$ cat config.mk
export PLATFORM = sky130hd
export DESIGN_NAME = insertion_ordered_int_set_core_flat
export DESIGN_NICKNAME = d
export VERILOG_FILES = /design/src/design/iois_pkg.sv /design/src/design/iois_if.sv /design/src/design/iois_cell.sv /design/src/design/insertion_ordered_int_set_core.sv /design/src/flat_wrapper.sv
export SDC_FILE = /design/constraint.sdc
export NUM_CORES = 1
export LEC_CHECK = 0
export ABC_AREA = 1
export BUFFER_PORTS_ARGS = -buffer_cell sky130_fd_sc_hd__buf_2
export CORE_MARGIN = 8
export CORE_UTILIZATION = 30
export CTS_CLUSTER_DIAMETER = 60
export DETAILED_ROUTE_END_ITERATION = 10
export PLACE_DENSITY = 0.54
export SLEW_MARGIN = 20
export SYNTH_ARGS = -nofsm -noshare
export SYNTH_HDL_FRONTEND = slang
export SYNTH_HIERARCHICAL = 1
export SYNTH_SLANG_ARGS = --single-unit
$ cat constraint.sdc
create_clock -name clk -period 15.5 [get_ports clk]
set_input_delay 0.775 -clock clk [delete_from_list [all_inputs] [get_ports clk]]
set_output_delay 0.775 -clock clk [all_outputs]
set_load 0.005 [all_outputs]
$ cat src/design/iois_pkg.sv
// Package with the shared constants, request codes and cell control type of the integer set.
`default_nettype none
package iois_pkg;

  // Default number of cells, one member per cell.
  localparam int CAPACITY_DEF = 16;

  // Field widths of the request and response words.
  localparam int MODE_W  = 2;
  localparam int VALUE_W = 32;
  localparam int COUNT_W = 5;

  // Request kinds.
  localparam logic [MODE_W-1:0] MODE_ADD      = 2'd0;
  localparam logic [MODE_W-1:0] MODE_REMOVE   = 2'd1;
  localparam logic [MODE_W-1:0] MODE_CONTAINS = 2'd2;
  localparam logic [MODE_W-1:0] MODE_CLEAR    = 2'd3;

  // Control broadcast to every cell of the row.
  typedef struct packed {
    logic add;     // store the value in the first free cell
    logic remove;  // shift down every cell at or after the matching one
  } cell_ctrl_t;

endpackage
`default_nettype wire

$ cat src/design/iois_if.sv
// Request and response channel interfaces of the integer set.
`default_nettype none
interface iois_req_if;
  logic                                valid;
  logic                                ready;
  logic        [iois_pkg::MODE_W-1:0]  mode;
  logic signed [iois_pkg::VALUE_W-1:0] value;

  modport source (output valid, output mode, output value, input ready);
  modport sink   (input valid, input mode, input value, output ready);
endinterface

interface iois_rsp_if;
  logic                         valid;
  logic                         ready;
  logic                         ok;
  logic                         full_refused;
  logic [iois_pkg::COUNT_W-1:0] member_count;

  modport source (output valid, output ok, output full_refused, output member_count,
                  input ready);
  modport sink   (input valid, input ok, input full_refused, input member_count,
                  output ready);
endinterface
`default_nettype wire

$ cat src/design/iois_cell.sv
// One storage cell of the set: holds one member, compares it and shifts it down on removal.
`default_nettype none
module iois_cell #(
  parameter int INDEX = 0,
  parameter int CW    = 5
) (
  input  wire                                 clk,
  input  wire logic [iois_pkg::VALUE_W-1:0]   value,
  input  wire logic [CW-1:0]                  count,
  input  wire iois_pkg::cell_ctrl_t           ctrl,
  input  wire logic [iois_pkg::VALUE_W-1:0]   next_entry,
  input  wire logic                           hit_in,
  output logic                                hit_out,
  output logic [iois_pkg::VALUE_W-1:0]        entry
);

  logic occupied;
  logic is_tail;

  // The cell holds a member when its place lies below the count.
  always_comb begin
    occupied = CW'(INDEX) < count;
    is_tail  = CW'(INDEX) == count;
    hit_out  = hit_in | (occupied & (entry == value));
  end

  // A new member lands in the first free cell; on removal every cell at or after the
  // match takes its upper neighbour's word.
  always_ff @(posedge clk) begin
    if (ctrl.add && is_tail) begin
      entry <= value;
    end else if (ctrl.remove && hit_out) begin
      entry <= next_entry;
    end
  end

endmodule
`default_nettype wire

$ cat src/design/insertion_ordered_int_set_core.sv
// Top level of the insertion-ordered integer set: a row of cells and the response register.
//
// The set keeps up to CAPACITY distinct 32-bit words, oldest first, one per cell. For each
// request (add, remove, contains, clear) all cells compare the value at once, a hit signal
// ripples along the row, and on removal every later cell takes its neighbour's word in
// that same cycle. The response word appears in the cycle after the request is taken and
// a new request is taken in every cycle in which the response register is empty or being
// emptied, so the block sustains one request per clock. An add of an absent value to a
// full set is refused and flagged. There is no clearing pass after reset; only the member
// count and the response valid flag are reset.
`default_nettype none
module insertion_ordered_int_set_core #(
  parameter int CAPACITY = iois_pkg::CAPACITY_DEF
) (
  input  wire clk,
  input  wire rst,
  iois_req_if.sink   req,
  iois_rsp_if.source rsp
);

  localparam int CW = $clog2(CAPACITY + 1);

  logic [CW-1:0]                  count;
  logic [CW-1:0]                  count_next;
  logic [CAPACITY:0]              hit;
  logic [iois_pkg::VALUE_W-1:0]   entries [CAPACITY];
  iois_pkg::cell_ctrl_t           ctrl;
  logic                           take;
  logic                           found;
  logic                           full;
  logic                           ok_next;
  logic                           refused_next;

  // A request is taken whenever the response register can accept its word.
  assign req.ready = !rsp.valid || rsp.ready;
  assign take      = req.valid && req.ready;

  assign hit[0] = 1'b0;
  assign found  = hit[CAPACITY];
  assign full   = count == CW'(CAPACITY);

  // Decode the request and work out the new count and flags.
  always_comb begin
    ctrl         = '0;
    count_next   = count;
    ok_next      = 1'b0;
    refused_next = 1'b0;
    unique case (req.mode)
      iois_pkg::MODE_ADD: begin
        if (!found && !full) begin
          ctrl.add   = take;
          count_next = count + CW'(1);
          ok_next    = 1'b1;
        end
        refused_next = !found && full;
      end
      iois_pkg::MODE_REMOVE: begin
        ctrl.remove = take;
        if (found) begin
          count_next = count - CW'(1);
          ok_next    = 1'b1;
        end
      end
      iois_pkg::MODE_CONTAINS: begin
        ok_next = found;
      end
      iois_pkg::MODE_CLEAR: begin
        count_next = '0;
        ok_next    = 1'b1;
      end
      default: begin
        ok_next = 1'b0;
      end
    endcase
  end

  // The row of cells, each handing its word and the hit signal to its neighbour.
  for (genvar i = 0; i < CAPACITY; i++) begin : g_cell
    logic [iois_pkg::VALUE_W-1:0] upper;
    if (i == CAPACITY - 1) begin : g_last
      assign upper = '0;
    end else begin : g_mid
      assign upper = entries[i+1];
    end
    iois_cell #(
      .INDEX (i),
      .CW    (CW)
    ) u_cell (
      .clk        (clk),
      .value      (req.value),
      .count      (count),
      .ctrl       (ctrl),
      .next_entry (upper),
      .hit_in     (hit[i]),
      .hit_out    (hit[i+1]),
      .entry      (entries[i])
    );
  end

  // Member count.
  always_ff @(posedge clk) begin
    if (rst) begin
      count <= '0;
    end else if (take) begin
      count <= count_next;
    end
  end

  // Response register.
  always_ff @(posedge clk) begin
    if (rst) begin
      rsp.valid <= 1'b0;
    end else if (take) begin
      rsp.valid <= 1'b1;
    end else if (rsp.ready) begin
      rsp.valid <= 1'b0;
    end
  end

  always_ff @(posedge clk) begin
    if (take) begin
      rsp.ok           <= ok_next;
      rsp.full_refused <= refused_next;
      rsp.member_count <= iois_pkg::COUNT_W'(count_next);
    end
  end

endmodule
`default_nettype wire

$ cat src/flat_wrapper.sv
// flat-port wrapper written by rule: the top's interface ports become plain ports
module insertion_ordered_int_set_core_flat 
#(
  parameter int CAPACITY = iois_pkg::CAPACITY_DEF
)
  (clk, rst, req_valid, req_mode, req_value, req_ready, rsp_valid, rsp_ok, rsp_full_refused, rsp_member_count, rsp_ready);
  iois_req_if req_i ();
  iois_rsp_if rsp_i ();
  input  wire clk;
  input  wire rst;
  input wire logic [$bits(req_i.valid)-1:0] req_valid;
  input wire logic [$bits(req_i.mode)-1:0] req_mode;
  input wire logic [$bits(req_i.value)-1:0] req_value;
  output wire logic [$bits(req_i.ready)-1:0] req_ready;
  output wire logic [$bits(rsp_i.valid)-1:0] rsp_valid;
  output wire logic [$bits(rsp_i.ok)-1:0] rsp_ok;
  output wire logic [$bits(rsp_i.full_refused)-1:0] rsp_full_refused;
  output wire logic [$bits(rsp_i.member_count)-1:0] rsp_member_count;
  input wire logic [$bits(rsp_i.ready)-1:0] rsp_ready;
  assign req_i.valid = req_valid;
  assign req_i.mode = req_mode;
  assign req_i.value = req_value;
  assign req_ready = req_i.ready;
  assign rsp_valid = rsp_i.valid;
  assign rsp_ok = rsp_i.ok;
  assign rsp_full_refused = rsp_i.full_refused;
  assign rsp_member_count = rsp_i.member_count;
  assign rsp_i.ready = rsp_ready;
  insertion_ordered_int_set_core #(.CAPACITY(CAPACITY)) u_core (.clk(clk), .rst(rst), .req(req_i), .rsp(rsp_i));
endmodule
==> flow_summary_export.csv <==
group,metric,value,unit
yosys,synth.area.top_cells,"edfxtp_1 49%, nand2_1 16%, xnor2_1 6.9%",
floorplanning,start_util,0.303,
global_route,grt_pass1_vias,22000,
yosys,synth_warnings,6,
clock_tree,path_clk_slew,50,ps
timing,fmax,0.145,GHz
setup_path,slowest_delay,720,ps
floorplanning,fp-row-count,119,
timing,setup_violations,0,
final_layout,syn2layout_area_growth,12.5,%
timing,min_period,6900,ps
placement,placed_cells,4990,
global_route,globalRouteOverflowTotal,0,
route,dr.pass1.iters,5,
yosys,yosysSeqAreaShare,0.493,
floorplanning,die_width,342,µm
timing,holdWs,399,ps
clock_tree,cts_buffer_depth,3,
clock_tree,clock_latency,610,ps
status,status,"finished clean",
setup_path,reg2reg_to,"u_core/g_cell[3].u_cell/entry[29]$_DFFE_PP_",
route,drc,0,
timing,hold_violations,0,
route,ant_nets,0,
clock_tree,cts_tree,"built",
power_and_ir_drop,ir_drop,0.0000615,V
timing,fin_crit_sh,0.445,
clock_tree,cts_setup_buffers,0,
power_and_ir_drop,leakage,0.0159,µW
placement,portBuffers,46,
final_layout,drive_above_1_share,0.135,
setup_path,worstSetupEndpoint,"u_core/g_cell[3].u_cell/entry[29]$_DFFE_PP_",
setup_path,crit_path_end_kind,"flop",
job,maxCapViolations,0,
timing,relSlewSlack,0.346,
setup_path,setup.worst_path.class,"input port to flop",
timing,tightestPinTransition,978,ps
yosys,yosys.area.top_type_share,0.489,
route,drt_iter0_drc,2124,
setup_path,start_kind,"input port",
yosys,synth-main-ff-cell,"edfxtp_1",
floorplanning,die_h,342,µm
yosys,synthArstFlopShare,0,
clock_tree,cts_resized,0,
floorplanning,die-area,117000,µm²
hold_path,hp-class,"input port to flop",
timing,fin_worst_skew,27.9,ps
setup_path,reg2reg_depth,48,
floorplanning,ios,47,
yosys,syn_inst,3551,
power_and_ir_drop,pwr_density_cell,96.5,nW/µm²
yosys,synth_edf_count,519,
placement,hpwl,59000,µm
floorplanning,core_area,105000,µm²
global_route,antenna_found_initial,5,
setup_path,rr_startpoint,"u_core/count[2]$_SDFFE_PP0N_",
route,wl_per_cell,17.0,µm
yosys,synth_area_leader_cell,"edfxtp_1",
setup_path,critPathMaxFanout,39,
route,vias_per_cell,4.59,
clock_tree,cts_inserted_buffers,66,
setup_path,worst_path_most_repeated_cell,"inv_1",
timing,slew_violations,0,
setup_path,critPathRequiredTime,15780,ps
clock_tree,hold_buffers,0,
setup_path,r2r_slack,8840,ps
final_layout,finish.utilization,0.340,
yosys,synth_seq_cells,525,
global_route,grt_max_degree,57,
clock_tree,cts_sinks,525,
yosys,syn_area,31900,µm²
yosys,synth_area_per_cell,8.98,µm²
clock_tree,cts.htree.levels,3,
setup_path,critPathArrivalTime,7180,ps
route,via_count,23400,
route,routed_wl,87000,µm
placement,gp_congestion,0.813,
timing,tns,0,ps
setup_path,crit_slowest_cell,"nand2_1",
timing,rsz0062_at_grt,"false",
final_layout,nFillCells,10800,
final_layout,multi_input_area,13900,µm²
yosys,synth_cell_types,47,
power_and_ir_drop,finalPower,3460,µW
clock_tree,root_buffer,"clkbuf_16",
setup_path,cp-startpoint,"req_value[7]",
final_layout,seq_area,15700,µm²
global_route,grt_pass1_wl,134000,µm
final_layout,finalNetCount,3711,
global_route,grt_use_total,0.146,
final_layout,stdcell_count,5105,
## kinds of logic after synthesis
group	share of synthesized area
simple gates	0.225
buf+inv	0.0745
flops	0.493
xor+xnor	0.0822
compound gates	0.0443
mux	0.0787
fa+ha+maj	0.00236
other cells	0.000118
## power breakdown
| part | internal (µW) | switching (µW) |
|---|---|---|
| logic | 101 | 200 |
| registers | 1580 | 17.2 |
| clock network | 932 | 630 |
## worst min path at each step
| stage | start | to | slack, ps | depth (start not counted) |
|---|---|---|---|---|
| final | rst | u_core/rsp.valid$_SDFFE_PP0P_ | 400 | 2 |
| after global routing | rst | u_core/rsp.valid$_SDFFE_PP0P_ | 390 | 2 |
| after CTS | rst | u_core/rsp.valid$_SDFFE_PP0P_ | 360 | 2 |
| after detailed placement | u_core/g_cell[4].u_cell/entry[31]$_DFFE_PP_ | u_core/g_cell[3].u_cell/entry[31]$_DFFE_PP_ | 550 | 2 |
| after global placement | u_core/g_cell[14].u_cell/entry[13]$_DFFE_PP_ | u_core/g_cell[13].u_cell/entry[13]$_DFFE_PP_ | 540 | 2 |
| after floorplan | u_core/g_cell[14].u_cell/entry[13]$_DFFE_PP_ | u_core/g_cell[13].u_cell/entry[13]$_DFFE_PP_ | 530 | 2 |
## layout make-up
cell class	count	area share
Clock inverter	31	0.00904
Sequential cell	525	0.438
Timing Repair Buffer	103	0.0184
Multi-Input combinational cell	2526	0.388
Clock buffer	83	0.0508
Inverter	445	0.0467
Tap cell	1391	0.0486
Antenna cell	1	0.0000698
## per-layer routing
layer | part of all wire | routed length (µm) | GRT usage
met1 | 0.52 | 45500 | 0.235
met2 | 0.38 | 33200 | 0.198
met3 | 0.078 | 6790 | 0.0301
met4 | 0.017 | 1460 | 0.0307
met5 | 0.00015 | 13 | 0
## cells in the final DEF, fill, tap and decap left out, drive strengths merged, types with 7 or more instances in the layout
master	synthesis	routed
xor2	49	49
clkbuf	19	83
inv	442	445
nand3	75	75
o21ai	231	231
o22ai	7	7
clkinv	3	23
buf	68	103
or2	24	24
nor2	242	242
edfxtp	519	519
mux2	175	175
a21oi	13	13
nand2	1371	1371
nand4	39	39
xnor2	250	250
conb	1	33
## synthesized netlist by cell type (16+ instances only)
master       n
or2_2       18
o21ai_1     70
o21ai_0    127
xnor2_1    250
inv_1      419
nand4_1     36
nand3_1     69
buf_6       41
nor2_1     226
clkbuf_1    19
nand2_1   1349
xor2_1      49
inv_2       22
mux2_4     143
mux2_2      32
nand2_2     16
edfxtp_1   519
o21ai_2     34
buf_2       18
## registers in the layout, summed over array words and instances (netlist names)
name                        count
u_core/rsp.ok                   1
u_core/rsp.valid                1
u_core/rsp.member_count         5
u_core/g_cell.u_cell/entry    512
u_core/rsp.full_refused         1
u_core/count                    5
## metrics by stage
step | worst slack (ps) | cell area, µm²
2_1_floorplan | 9180 | 32000
3_3_place_gp | 8070 | 33700
3_5_place_dp | 8090 | 33700
4_1_cts | 8660 | 35800
5_1_grt | 7960 | 35800
6_report | 8600 | 35800
## worst max-delay path, delay by kind of cell
kind	cells	cell delay (ps)
buf+inv	23	2920
simple gates	28	3360
No activity file was read; power rests on OpenSTA's default activity.
